===== src/sv/owtr_pkg.sv =====
// Shared types and constants of the 1-Wire master and temperature reader.
package owtr_pkg;

	// Command codes carried with each tick.
	localparam logic [2:0] CMD_NONE  = 3'd0;
	localparam logic [2:0] CMD_RESET = 3'd1;
	localparam logic [2:0] CMD_WRITE = 3'd2;
	localparam logic [2:0] CMD_READ  = 3'd3;
	localparam logic [2:0] CMD_TEMP  = 3'd4;

	// Configuration register indexes.
	localparam logic [2:0] REG_RST_LOW   = 3'd0;
	localparam logic [2:0] REG_RST_REL   = 3'd1;
	localparam logic [2:0] REG_PRES_WAIT = 3'd2;
	localparam logic [2:0] REG_RD_LOW    = 3'd3;
	localparam logic [2:0] REG_RD_SAMPLE = 3'd4;
	localparam logic [2:0] REG_RD_REC    = 3'd5;
	localparam logic [2:0] REG_WR_SHORT  = 3'd6;
	localparam logic [2:0] REG_WR_LONG   = 3'd7;

	// Register reset values.
	localparam logic [15:0] RST_LOW_INIT   = 16'd17120;
	localparam logic [15:0] RST_REL_INIT   = 16'd1600;
	localparam logic [15:0] PRES_WAIT_INIT = 16'd5600;
	localparam logic [15:0] RD_LOW_INIT    = 16'd134;
	localparam logic [15:0] RD_SAMPLE_INIT = 16'd134;
	localparam logic [15:0] RD_REC_INIT    = 16'd1200;
	localparam logic [15:0] WR_SHORT_INIT  = 16'd30;
	localparam logic [15:0] WR_LONG_INIT   = 16'd2400;

	// Fixed phase lengths.
	localparam logic [15:0] PRE_RESET_HIGH_TICKS = 16'd367;
	localparam logic [15:0] POST_RESET_GAP_TICKS = 16'd300;

	// Temperature program steps.
	localparam logic [3:0] STEP_NONE  = 4'd0;
	localparam logic [3:0] STEP_RST1  = 4'd1;
	localparam logic [3:0] STEP_GAP   = 4'd2;
	localparam logic [3:0] STEP_SKIP1 = 4'd3;
	localparam logic [3:0] STEP_CONV  = 4'd4;
	localparam logic [3:0] STEP_RST2  = 4'd5;
	localparam logic [3:0] STEP_SKIP2 = 4'd6;
	localparam logic [3:0] STEP_RDSP  = 4'd7;
	localparam logic [3:0] STEP_RD_LO = 4'd8;
	localparam logic [3:0] STEP_RD_HI = 4'd9;

	// ROM commands of the sensor.
	localparam logic [7:0] ROM_SKIP      = 8'hCC;
	localparam logic [7:0] FN_CONVERT    = 8'h44;
	localparam logic [7:0] FN_READ_SCRPD = 8'hBE;

	localparam logic [3:0] BITS_PER_BYTE = 4'd8;

	// Timing registers as seen by the engine.
	typedef struct packed {
		logic [15:0] rst_low;
		logic [15:0] rst_rel;
		logic [15:0] pres_wait;
		logic [15:0] rd_low;
		logic [15:0] rd_sample;
		logic [15:0] rd_rec;
		logic [15:0] wr_short;
		logic [15:0] wr_long;
	} cfg_t;

	// Result of one tick.
	typedef struct packed {
		logic        presence_level;
		logic [15:0] temperature_raw;
		logic [7:0]  read_data;
		logic        done_res;
		logic        busy_res;
		logic        pin_level;
		logic        pin_drive;
	} res_t;

endpackage


===== src/sv/owtr_cfg_regs.sv =====
// Timing configuration registers of the 1-Wire master.
module owtr_cfg_regs (
	input  logic              clk,
	input  logic              arst_n,
	input  logic              wr_en,
	input  logic [2:0]        wr_index,
	input  logic [15:0]       wr_data,
	output owtr_pkg::cfg_t    cfg
);

	owtr_pkg::cfg_t cfg_q;

	// Register file with reset defaults; one register per request.
	always_ff @(posedge clk or negedge arst_n) begin
		if (!arst_n) begin
			cfg_q.rst_low   <= owtr_pkg::RST_LOW_INIT;
			cfg_q.rst_rel   <= owtr_pkg::RST_REL_INIT;
			cfg_q.pres_wait <= owtr_pkg::PRES_WAIT_INIT;
			cfg_q.rd_low    <= owtr_pkg::RD_LOW_INIT;
			cfg_q.rd_sample <= owtr_pkg::RD_SAMPLE_INIT;
			cfg_q.rd_rec    <= owtr_pkg::RD_REC_INIT;
			cfg_q.wr_short  <= owtr_pkg::WR_SHORT_INIT;
			cfg_q.wr_long   <= owtr_pkg::WR_LONG_INIT;
		end else if (wr_en) begin
			unique case (wr_index)
				owtr_pkg::REG_RST_LOW:   cfg_q.rst_low   <= wr_data;
				owtr_pkg::REG_RST_REL:   cfg_q.rst_rel   <= wr_data;
				owtr_pkg::REG_PRES_WAIT: cfg_q.pres_wait <= wr_data;
				owtr_pkg::REG_RD_LOW:    cfg_q.rd_low    <= wr_data;
				owtr_pkg::REG_RD_SAMPLE: cfg_q.rd_sample <= wr_data;
				owtr_pkg::REG_RD_REC:    cfg_q.rd_rec    <= wr_data;
				owtr_pkg::REG_WR_SHORT:  cfg_q.wr_short  <= wr_data;
				owtr_pkg::REG_WR_LONG:   cfg_q.wr_long   <= wr_data;
			endcase
		end
	end

	assign cfg = cfg_q;

endmodule


===== src/sv/owtr_engine.sv =====
// Bus timing engine: slot phases, bit shifting and the temperature program.
module owtr_engine (
	input  logic              clk,
	input  logic              arst_n,
	input  logic              step_en,
	input  logic [2:0]        cmd,
	input  logic [7:0]        data_byte,
	input  logic              line_in,
	input  owtr_pkg::cfg_t    cfg,
	output owtr_pkg::res_t    res
);

	typedef enum logic [12:0] {
		PH_IDLE       = 13'b0_0000_0000_0001,
		PH_RST_PRE    = 13'b0_0000_0000_0010,
		PH_RST_LOW    = 13'b0_0000_0000_0100,
		PH_RST_REL    = 13'b0_0000_0000_1000,
		PH_RST_WAIT   = 13'b0_0000_0001_0000,
		PH_RST_SAMPLE = 13'b0_0000_0010_0000,
		PH_GAP        = 13'b0_0000_0100_0000,
		PH_WR_FIRST   = 13'b0_0000_1000_0000,
		PH_WR_SECOND  = 13'b0_0001_0000_0000,
		PH_RD_LOW     = 13'b0_0010_0000_0000,
		PH_RD_HIGH    = 13'b0_0100_0000_0000,
		PH_RD_SAMPLE  = 13'b0_1000_0000_0000,
		PH_RD_REC     = 13'b1_0000_0000_0000
	} phase_t;

	phase_t      phase_q, phase_d;
	logic [15:0] tick_q, tick_d;
	logic [3:0]  bit_q, bit_d;
	logic [7:0]  shift_q, shift_d;
	logic [3:0]  step_q, step_d;
	logic [15:0] temp_q, temp_d;
	logic        pres_q, pres_d;
	logic [7:0]  rcv_q, rcv_d;

	logic        drive, level, done, finish, was_read;
	logic [15:0] len;

	// One tick of the bus master: start, drive, sample, count and advance.
	always_comb begin
		phase_d  = phase_q;
		tick_d   = tick_q;
		bit_d    = bit_q;
		shift_d  = shift_q;
		step_d   = step_q;
		temp_d   = temp_q;
		pres_d   = pres_q;
		rcv_d    = rcv_q;
		drive    = 1'b1;
		level    = 1'b1;
		done     = 1'b0;
		finish   = 1'b0;
		was_read = 1'b0;
		len      = 16'd1;

		// A command is taken only while idle; unknown codes are ignored.
		if (phase_q == PH_IDLE) begin
			case (cmd)
				owtr_pkg::CMD_RESET: begin
					step_d  = owtr_pkg::STEP_NONE;
					phase_d = PH_RST_PRE;
					tick_d  = 16'd0;
				end
				owtr_pkg::CMD_WRITE: begin
					step_d  = owtr_pkg::STEP_NONE;
					shift_d = data_byte;
					bit_d   = 4'd0;
					phase_d = PH_WR_FIRST;
					tick_d  = 16'd0;
				end
				owtr_pkg::CMD_READ: begin
					step_d  = owtr_pkg::STEP_NONE;
					shift_d = 8'd0;
					bit_d   = 4'd0;
					phase_d = PH_RD_LOW;
					tick_d  = 16'd0;
				end
				owtr_pkg::CMD_TEMP: begin
					step_d  = owtr_pkg::STEP_RST1;
					phase_d = PH_RST_PRE;
					tick_d  = 16'd0;
				end
				default: ;
			endcase
		end

		if (phase_d != PH_IDLE) begin
			// Pin control and sampling for the current phase.
			unique case (phase_d)
				PH_RST_LOW, PH_WR_FIRST, PH_RD_LOW: level = 1'b0;
				PH_RST_WAIT: begin
					drive = 1'b0;
					level = 1'b0;
				end
				PH_RST_SAMPLE: begin
					drive  = 1'b0;
					level  = 1'b0;
					pres_d = line_in;
				end
				PH_RD_SAMPLE: begin
					drive   = 1'b0;
					level   = 1'b0;
					shift_d = {line_in, shift_d[7:1]};
				end
				default: ;
			endcase

			// Phase length; a zero length still lasts one tick since the count is at least one.
			unique case (phase_d)
				PH_RST_PRE:   len = owtr_pkg::PRE_RESET_HIGH_TICKS;
				PH_RST_LOW:   len = cfg.rst_low;
				PH_RST_REL:   len = cfg.rst_rel;
				PH_RST_WAIT:  len = cfg.pres_wait;
				PH_GAP:       len = owtr_pkg::POST_RESET_GAP_TICKS;
				PH_WR_FIRST:  len = shift_d[0] ? cfg.wr_short : cfg.wr_long;
				PH_WR_SECOND: len = shift_d[0] ? cfg.wr_long : cfg.wr_short;
				PH_RD_LOW:    len = cfg.rd_low;
				PH_RD_HIGH:   len = cfg.rd_sample;
				PH_RD_REC:    len = cfg.rd_rec;
				default:      len = 16'd1;
			endcase

			tick_d = 16'(tick_d + 16'd1);
			if (tick_d >= len) begin
				tick_d = 16'd0;
				unique case (phase_d)
					PH_RST_PRE:    phase_d = PH_RST_LOW;
					PH_RST_LOW:    phase_d = PH_RST_REL;
					PH_RST_REL:    phase_d = PH_RST_WAIT;
					PH_RST_WAIT:   phase_d = PH_RST_SAMPLE;
					PH_RST_SAMPLE: finish  = 1'b1;
					PH_GAP:        finish  = 1'b1;
					PH_WR_FIRST:   phase_d = PH_WR_SECOND;
					PH_WR_SECOND: begin
						shift_d = {1'b0, shift_d[7:1]};
						bit_d   = 4'(bit_d + 4'd1);
						if (bit_d >= owtr_pkg::BITS_PER_BYTE) begin
							finish = 1'b1;
						end else begin
							phase_d = PH_WR_FIRST;
						end
					end
					PH_RD_LOW:    phase_d = PH_RD_HIGH;
					PH_RD_HIGH:   phase_d = PH_RD_SAMPLE;
					PH_RD_SAMPLE: phase_d = PH_RD_REC;
					PH_RD_REC: begin
						bit_d = 4'(bit_d + 4'd1);
						if (bit_d >= owtr_pkg::BITS_PER_BYTE) begin
							finish   = 1'b1;
							was_read = 1'b1;
						end else begin
							phase_d = PH_RD_LOW;
						end
					end
					default: phase_d = PH_IDLE;
				endcase
			end

			// End of an operation: store read bytes, then finish or start the next step.
			if (finish) begin
				if (was_read) begin
					if (step_d == owtr_pkg::STEP_RD_HI) begin
						temp_d = {shift_d, rcv_d};
					end
					rcv_d = shift_d;
				end
				if (step_d == owtr_pkg::STEP_NONE) begin
					phase_d = PH_IDLE;
					done    = 1'b1;
				end else begin
					step_d = 4'(step_d + 4'd1);
					if (step_d == owtr_pkg::STEP_GAP &&
						owtr_pkg::POST_RESET_GAP_TICKS == 16'd0) begin
						step_d = owtr_pkg::STEP_SKIP1;
					end
					case (step_d)
						owtr_pkg::STEP_RST1, owtr_pkg::STEP_RST2: phase_d = PH_RST_PRE;
						owtr_pkg::STEP_GAP: phase_d = PH_GAP;
						owtr_pkg::STEP_SKIP1, owtr_pkg::STEP_SKIP2: begin
							shift_d = owtr_pkg::ROM_SKIP;
							bit_d   = 4'd0;
							phase_d = PH_WR_FIRST;
						end
						owtr_pkg::STEP_CONV: begin
							shift_d = owtr_pkg::FN_CONVERT;
							bit_d   = 4'd0;
							phase_d = PH_WR_FIRST;
						end
						owtr_pkg::STEP_RDSP: begin
							shift_d = owtr_pkg::FN_READ_SCRPD;
							bit_d   = 4'd0;
							phase_d = PH_WR_FIRST;
						end
						owtr_pkg::STEP_RD_LO, owtr_pkg::STEP_RD_HI: begin
							shift_d = 8'd0;
							bit_d   = 4'd0;
							phase_d = PH_RD_LOW;
						end
						default: begin
							step_d  = owtr_pkg::STEP_NONE;
							phase_d = PH_IDLE;
							done    = 1'b1;
						end
					endcase
				end
			end
		end

		res.pin_drive       = drive;
		res.pin_level       = level;
		res.busy_res        = (phase_d != PH_IDLE);
		res.done_res        = done;
		res.read_data       = rcv_d;
		res.temperature_raw = temp_d;
		res.presence_level  = pres_d;
	end

	// Engine state advances once per tick taken.
	always_ff @(posedge clk or negedge arst_n) begin
		if (!arst_n) begin
			phase_q <= PH_IDLE;
			tick_q  <= 16'd0;
			bit_q   <= 4'd0;
			shift_q <= 8'd0;
			step_q  <= owtr_pkg::STEP_NONE;
			temp_q  <= 16'd0;
			pres_q  <= 1'b1;
			rcv_q   <= 8'd0;
		end else if (step_en) begin
			phase_q <= phase_d;
			tick_q  <= tick_d;
			bit_q   <= bit_d;
			shift_q <= shift_d;
			step_q  <= step_d;
			temp_q  <= temp_d;
			pres_q  <= pres_d;
			rcv_q   <= rcv_d;
		end
	end

	// The program step is cleared whenever the engine rests.
	a_idle_no_step: assert property (@(posedge clk) disable iff (!arst_n)
		phase_q == PH_IDLE |-> step_q == owtr_pkg::STEP_NONE)
		else $error("program step left over while idle");

	// A bit counter never runs past one byte.
	a_bit_range: assert property (@(posedge clk) disable iff (!arst_n)
		bit_q <= owtr_pkg::BITS_PER_BYTE)
		else $error("bit counter out of range");

	// A finishing tick never reports the engine still busy.
	a_done_not_busy: assert property (@(posedge clk) disable iff (!arst_n)
		step_en && res.done_res |-> !res.busy_res)
		else $error("done and busy together");

	// The temperature word changes only at the end of the high byte read.
	a_temp_hold: assert property (@(posedge clk) disable iff (!arst_n)
		!(step_en && phase_q == PH_RD_REC && step_q == owtr_pkg::STEP_RD_HI)
		|=> $stable(temp_q))
		else $error("temperature word changed outside the final read");

endmodule


===== src/sv/one_wire_master_temp_reader_core.sv =====
// Top level of the 1-Wire bus master with temperature read program.
//
// Each request on the s_axis channel is one timing tick: it carries the sampled
// bus level and an optional command. Every tick yields exactly one result on
// m_axis with the pin control, busy and done flags, the last received byte,
// the last temperature word and the last presence sample.
// A tick request lands in an input register; the timing engine evaluates it in
// one pass as it moves on, and the result is written to the output register.
// One tick is taken per cycle while the receiver keeps m_axis_tready high.
// When the receiver stalls, the output register holds its result, the input
// register holds one more tick, and s_axis_tready drops until space frees up.
// The cfg channel writes one of the eight timing registers per request and is
// always ready; writes must be made while no command runs; the block does not enforce it.
// After reset the engine is idle with the pin driven high, the presence level
// reads one, the engine's data outputs read zero and the timing registers hold their
// default values.
module one_wire_master_temp_reader_core (
	input  logic        clk,
	input  logic        arst_n,
	input  logic        s_axis_tvalid,
	output logic        s_axis_tready,
	input  logic [15:0] s_axis_tdata,   // command[2:0], data_byte[10:3], line_in[11], zero fill
	output logic        m_axis_tvalid,
	input  logic        m_axis_tready,
	output logic [31:0] m_axis_tdata,   // pin_drive[0], pin_level[1], busy_res[2], done_res[3],
	                                    // read_data[11:4], temperature_raw[27:12],
	                                    // presence_level[28], zero fill
	input  logic        cfg_valid,
	output logic        cfg_ready,
	input  logic [2:0]  cfg_index,
	input  logic [15:0] cfg_data
);

	logic           valid_s1;
	logic [2:0]     cmd_s1;
	logic [7:0]     byte_s1;
	logic           line_s1;
	logic           valid_s2;
	owtr_pkg::res_t res_s2;
	owtr_pkg::res_t res;
	owtr_pkg::cfg_t cfg;
	logic           adv_s1;
	logic           take_in;

	assign cfg_ready     = 1'b1;
	assign adv_s1        = valid_s1 && (!valid_s2 || m_axis_tready);
	assign s_axis_tready = !valid_s1 || adv_s1;
	assign take_in       = s_axis_tvalid && s_axis_tready;

	// Input register.
	always_ff @(posedge clk or negedge arst_n) begin
		if (!arst_n) begin
			valid_s1 <= 1'b0;
		end else if (take_in) begin
			valid_s1 <= 1'b1;
		end else if (adv_s1) begin
			valid_s1 <= 1'b0;
		end
	end

	always_ff @(posedge clk) begin
		if (take_in) begin
			cmd_s1  <= s_axis_tdata[2:0];
			byte_s1 <= s_axis_tdata[10:3];
			line_s1 <= s_axis_tdata[11];
		end
	end

	owtr_cfg_regs u_cfg (
		.clk      (clk),
		.arst_n   (arst_n),
		.wr_en    (cfg_valid && cfg_ready),
		.wr_index (cfg_index),
		.wr_data  (cfg_data),
		.cfg      (cfg)
	);

	owtr_engine u_engine (
		.clk       (clk),
		.arst_n    (arst_n),
		.step_en   (adv_s1),
		.cmd       (cmd_s1),
		.data_byte (byte_s1),
		.line_in   (line_s1),
		.cfg       (cfg),
		.res       (res)
	);

	// Output register.
	always_ff @(posedge clk or negedge arst_n) begin
		if (!arst_n) begin
			valid_s2 <= 1'b0;
		end else if (adv_s1) begin
			valid_s2 <= 1'b1;
		end else if (m_axis_tready) begin
			valid_s2 <= 1'b0;
		end
	end

	always_ff @(posedge clk) begin
		if (adv_s1) begin
			res_s2 <= res;
		end
	end

	assign m_axis_tvalid = valid_s2;
	assign m_axis_tdata  = {3'b000, res_s2};

endmodule


===== config.mk =====
export PLATFORM = sky130hd
export DESIGN_NAME = one_wire_master_temp_reader_core
export DESIGN_NICKNAME = d
export VERILOG_FILES = /design/src/sv/owtr_pkg.sv /design/src/sv/owtr_cfg_regs.sv /design/src/sv/owtr_engine.sv /design/src/sv/one_wire_master_temp_reader_core.sv
export SDC_FILE = /design/constraint.sdc
export NUM_CORES = 1
export LEC_CHECK = 0
export BUFFER_PORTS_ARGS = -buffer_cell sky130_fd_sc_hd__buf_4
export CORE_MARGIN = 3
export CORE_UTILIZATION = 50
export CTS_CLUSTER_SIZE = 25
export DETAILED_ROUTE_END_ITERATION = 8
export HOLD_SLACK_MARGIN = 0.12
export PLACE_DENSITY = 0.68
export SLEW_MARGIN = 0
export SYNTH_ARGS = -nofsm -noshare
export SYNTH_HDL_FRONTEND = slang
export SYNTH_HIERARCHICAL = 1
export SYNTH_SLANG_ARGS = --single-unit

===== constraint.sdc =====
create_clock -name clk -period 6.9 [get_ports clk]
set_clock_uncertainty 0.15 [all_clocks]
set_input_delay 0.69 -clock clk [delete_from_list [all_inputs] [get_ports clk]]
set_output_delay 0.69 -clock clk [all_outputs]
set_load 0.05 [all_outputs]

* Yosys cells after proc, flatten, opt, wreduce, memory -nomap -nowiden *
Cells that the tools add are included.

storage, ports and cells
  flip-flop bits (word level) = 241
  latch bits = 0
  bits in writable memories = 0
  bits in read-only memories = 0
  output and inout port bits = 35
  logic and storage cells = 168
  memories kept = 0

operators by class
  add/subtract/negate cells = 3
  multiply operators = 0
  div/mod/pow operators = 0
  $lt $le $gt $ge = 2
  eq/ne operators = 36
  shift-type cells = 0
  multiplexer cells = 66
  bitwise logic cells = 0
  reduce and logical (&&, ||, !) cells = 33

operators by type and width
  operator                                                            count
  16-bit two-way mux                                                  11
  16-bit one-hot mux with 10 select lines                             1
  13-bit one-hot mux with 11 select lines                             1
  13-bit two-way mux                                                  7
  8-bit two-way mux                                                   11
  4-bit two-way mux                                                   13
  10-bit one-hot mux with 4 select lines                              1
  13-bit one-hot mux with 3 select lines                              1
  8-bit one-hot mux with 4 select lines                               1
  13-bit by 1-bit != test with 1-bit output (second input constant)   2
  2-bit AND reduction                                                 9
  16-bit by 1-bit adder with 16-bit output (second input constant)    1
  4-bit by 3-bit == test with 1-bit output (second input constant)    4
  16-bit >= comparator                                                1
  1-bit two-way mux                                                   16
  8-bit one-hot mux with 2 select lines                               1
  3-bit == test (second input constant)                               5
  2-bit OR reduction                                                  7
  13-bit by 1-bit == test with 1-bit output (second input constant)   1
  13-bit by 10-bit == test with 1-bit output (second input constant)  1
  13-bit by 11-bit == test with 1-bit output (second input constant)  1
  13-bit by 12-bit == test with 1-bit output (second input constant)  1
  13-bit == test (second input constant)                              1
  13-bit by 2-bit == test with 1-bit output (second input constant)   1
  other kinds (26)                                                    41

* Longest topological paths before layout *
  depth in word-level cells = 16
  mapped depth = 25
  mapped depth without buffers = 20

* Hierarchy *
The synthesis kept the hierarchy.

by module, submodules not included
  module                            times used  cells an instance  area an instance (um^2)  sequential area each (um^2)
  owtr_engine                       1           724                6269.8                   1754.2
  owtr_cfg_regs                     1           279                4954.8                   3243.1
  one_wire_master_temp_reader_core  1           55                 1372.6                   1281.2

* Worst setup path before layout *
No wires, ideal clock.

  kind = reg-to-reg
  start point = register u_engine.phase_q[4]
  end point = register res_s2, in the netlist m_axis_tdata[2], data pin
  setup time = 0.275 ns
  arrival = 4.682 ns
  data required time = 6.475 ns
  path slack = 1.793 ns
  cell stages (with the launch flop) = 25
  period minus slack after synthesis = 5.107 ns
  path through = dfrtp_1 buf_6 nor4_4 and4_1 buf_4 nand2_1 clkbuf_1 and2_1 ha_1 and3_1 and3_1 nand4_1 nor2_1 nand3_1 xor2_1 nor2_1 ha_1 a21o_1 a21oi_1 o21ai_1 clkbuf_1 nor4_1 a21oi_1 a2111oi_2 o311ai_1

RTL lines
  item                    line                                     RTL
  start, declared         owtr_engine.sv:29                        phase_t phase_q, phase_d;
  start signal, assigned  owtr_engine.sv:232                       phase_q <= phase_d;
  end signal, assigned    one_wire_master_temp_reader_core.sv:102  res_s2 <= res;
  end, declared           one_wire_master_temp_reader_core.sv:39   owtr_pkg::res_t res_s2;

==> results by group <==
Power
  • Overall power: ~0.0056 W
  • Pwr dens: around 390 mW/mm²
  • Max rail drop VDD: about 250 µV
  • Static leakage: just under 6 nW

CTS
  • Clock root buffer: clkbuf_16
  • CTS Hold Bufs: 1
  • Num CTS Buffers: 26
  • TritonCTS clock tree: built
  • Post-CTS Setup Bufs: 0
  • Clock-pin slew of the registers on the worst-case setup and hold paths: around 0.060 ns
  • H-tree Lvls: 1
  • Clk Latency, worst-skew pair: ~0.54 ns
  • Resize count post-CTS: 0
  • CTS Buffer Depth: 3
  • CTS Sinks: between 200 and 250

Detailed routing
  • WL met2: approximately 14000 µm
  • Highest metal used: met4
  • Post-Route M1 WL: 13400 µm
  • 1st-pass router iterations: 5
  • Via count: ~8900
  • Starting DRT DRC Count: 739
  • Antenna-violating nets left: 0
  • # DRC: 0
  • DR vias/cell: roughly 6.1
  • Routed WL: about 30000 µm
  • Drt wl/cell: 20.3 µm
  • Routed met3 length: 1490 µm

Synthesis
  • YS warnings: 6
  • Syn_area_per_cell: 11.9 µm²
  • Post-synth EDFFs: just over 40
  • FF+latch count, synth: about 240
  • Ys async rst share: approximately 83%
  • Sequential fraction of the synthesis area: around half
  • Area leader, netlist: dfrtp_1
  • Area fraction of the dominant cell type after synthesis: 33.0%
  • Post-synthesis cell count: 1058
  • Predominant post-synthesis flop cell: dfrtp_1
  • Area contributors post-synth: dfrtp_1 (33%), mux2_2 (13%), edfxtp_1 (9.8%)
  • Post-synth cell types: 95
  • Synthesized area: approximately 0.013 mm²

Floorplanning
  • Core area: between 0.02 and 0.025 mm²
  • Die height: roughly 160 µm
  • Site row count: 57
  • Die width: 165 µm
  • Die area: around 0.027 mm²
  • Initial core utilization: between 50% and 60%
  • Io pins: 75

Place
  • DP Wirelength: approximately 20000 µm
  • Routability cong.: between 0.9 and 1
  • PortBufs: between 60 and 70
  • Placed cells: roughly 1400

Worst setup path
  • Crit path max fanout: 24
  • Crit path capture type: flop
  • Worst path slowest cell: mux2i_1
  • Required @ worst endpoint: roughly 7.0 ns
  • Crit path DAT: around 6.3 ns
  • Worst Reg-to-Reg Cells: 19
  • R2r endpoint: m_axis_tdata[2]
  • Worst-path cell chain: nor4_4 > nand4_1 > buf_4 > nor3b_1 > a21oi_1 > mux2i_4 > mux2i_1 > a221oi_1 > ha_1 > a2111oi_0 > o21ai_0 > a221oi_1 > o21ai_1 > buf_12 > nand3_1 > buf_4 > o31ai_1 > a2111oi_2 > o311ai_1
  • Crit Path Class: reg -> reg
  • CP bufs+invs: 3
  • CP Launch Type: flop
  • Slowest stage delay, CP: roughly 0.57 ns
  • R2r startpoint: u_engine/phase_q[5]
  • R2r setup slk: roughly 0.73 ns
  • Crit path max-delay family: compound AO/OA/AOI/OAI gates

GRT
  • Largest net degree at the start of global routing: between 100 and 150
  • Initial antenna violation count: 0
  • Wire length of the first global-routing pass: slightly below 50000 µm
  • Number of global-route vias before repair: 8812
  • GRT Total Usage: between 20% and 30%
  • Total congestion overflow: 0

STA
  • Worst Tran Pin Value: roughly 0.86 ns
  • Final setup TNS: 0 ns
  • Final-report max-slew violation count: 0
  • Fin crit period: slightly above 6 ns
  • Period utilization: between 80% and 90%
  • Max Clock Freq: between 150 and 200 MHz
  • Unrepaired setup endpoints after global routing: no
  • Final setup violating endpoints: 0
  • Hold Vio Cnt, Final: 0
  • Relative max-transition margin: roughly 42%
  • Hold slack: 0.189 ns

Finish
  • Layout area overhead: 13.7%
  • Share of cells above drive strength 1: approximately 34%
  • Fin nets: around 1200
  • Most common cell after layout, fill and taps aside: dfrtp_1
  • Most frequent cells in the layout: dfrtp_1 (166), mux2_2 (151), buf_4 (96)
  • Non-filler instance count after layout: 1462
  • ANT cells: 0

Worst hold path
  • Hold path depth: 1
  • Hold Path End: byte_s1[3]
  • Path type of the worst min-delay path: in -> reg
  • Hold path start: s_axis_tdata[6]

Status
  • Run status: finished clean

Run
  • Total of max-cap violations: 0
==> where the power goes <==
part	internal, W	total [W]	switching (W)
clock network	0.000860	0.00143	0.000569
logic	0.000892	0.00222	0.00133
registers	0.00174	0.00193	0.000187
==> stage by stage <==
stage,setup slack [ns],area (µm²),util (%)
after floorplan,1.79,12600,-
after global routing,0.0590,14300,58.4
final,0.729,14300,58.4
after CTS,0.867,14300,58.4
after global placement,0.882,13400,54.7
after detailed placement,0.885,13400,54.7
==> metal layers <==
layer | GRT usage, % | up-vias
li1 | - | 4092
met1 | 30.7 | 4465
met2 | 36.4 | 263
met3 | 3.09 | 53
met4 | 6.63 | 0
met5 | 0 | -
==> registers in the layout, indices dropped and copies added (netlist names) <==
name / count
byte_s1: 8
cmd_s1: 3
line_s1: 1
m_axis_tdata: 29
m_axis_tvalid: 1
u_cfg/cfg: 128
u_engine/bit_q: 4
u_engine/phase_q: 13
u_engine/pres_q: 1
u_engine/rcv_q: 8
u_engine/shift_q: 8
u_engine/step_q: 4
u_engine/temp_q: 16
u_engine/tick_q: 16
valid_s1: 1
==> worst reg2reg max path, delay by kind of cell, from the launching register on <==
family / cells / cell delay (ns)
simple gates: 4 / 1.20
flops: 1 / 0.51
compound gates: 9 / 2.28
mux: 2 / 0.82
fa+ha+maj: 1 / 0.36
buf+inv: 3 / 0.60
==> layout make-up <==
class,instances,area [µm²]
fill,2042,10200
timing repair buffer,100,785
tap,324,405
clock buffer,37,742
multi-input combinational,734,5910
clock inverter,11,141
inverter,15,56.3
sequential,241,6280
==> cell usage after synthesis (9+ instances only) <==
master	instances
xnor2_1	10
dfrtp_1	166
clkbuf_1	24
mux2_2	151
buf_4	20
dfstp_2	34
a22oi_1	19
nor3_1	10
ha_1	23
nand4_1	10
inv_1	15
a31oi_1	10
nor3b_1	9
o21ai_0	42
o21ai_1	9
nand3_1	33
a222oi_1	13
nand2_1	82
nor2_1	46
a221oi_1	15
a21oi_1	30
edfxtp_1	41
buf_2	17
xor2_1	13
mux2_4	13
==> cells by family (layout without fill, tap and decap cells) <==
family / Yosys count / in the layout / synth area share [%]
compound gates: 225 / 225 / 13.3
mux: 173 / 173 / 15.9
buf+inv: 85 / 163 / 3.80
other cells: 2 / 4 / 0.0596
xor+xnor: 25 / 25 / 1.86
flops: 241 / 241 / 49.8
fa+ha+maj: 23 / 23 / 2.28
simple gates: 284 / 284 / 13.0
==> worst max-delay path by stage <==
stage | end | slack [ns] | from | cells past startpoint
5_1_grt | m_axis_tdata[2] | 0.06 | u_engine/phase_q[5] | 19
6_report | m_axis_tdata[2] | 0.73 | u_engine/phase_q[5] | 19
2_1_floorplan | m_axis_tdata[2] | 1.79 | u_engine/phase_q[4] | 24
3_3_place_gp | m_axis_tdata[2] | 0.88 | u_engine/phase_q[5] | 20
4_1_cts | m_axis_tdata[2] | 0.87 | u_engine/phase_q[5] | 19
3_5_place_dp | m_axis_tdata[2] | 0.89 | u_engine/phase_q[5] | 20
No activity file was read; power rests on OpenSTA's default activity.
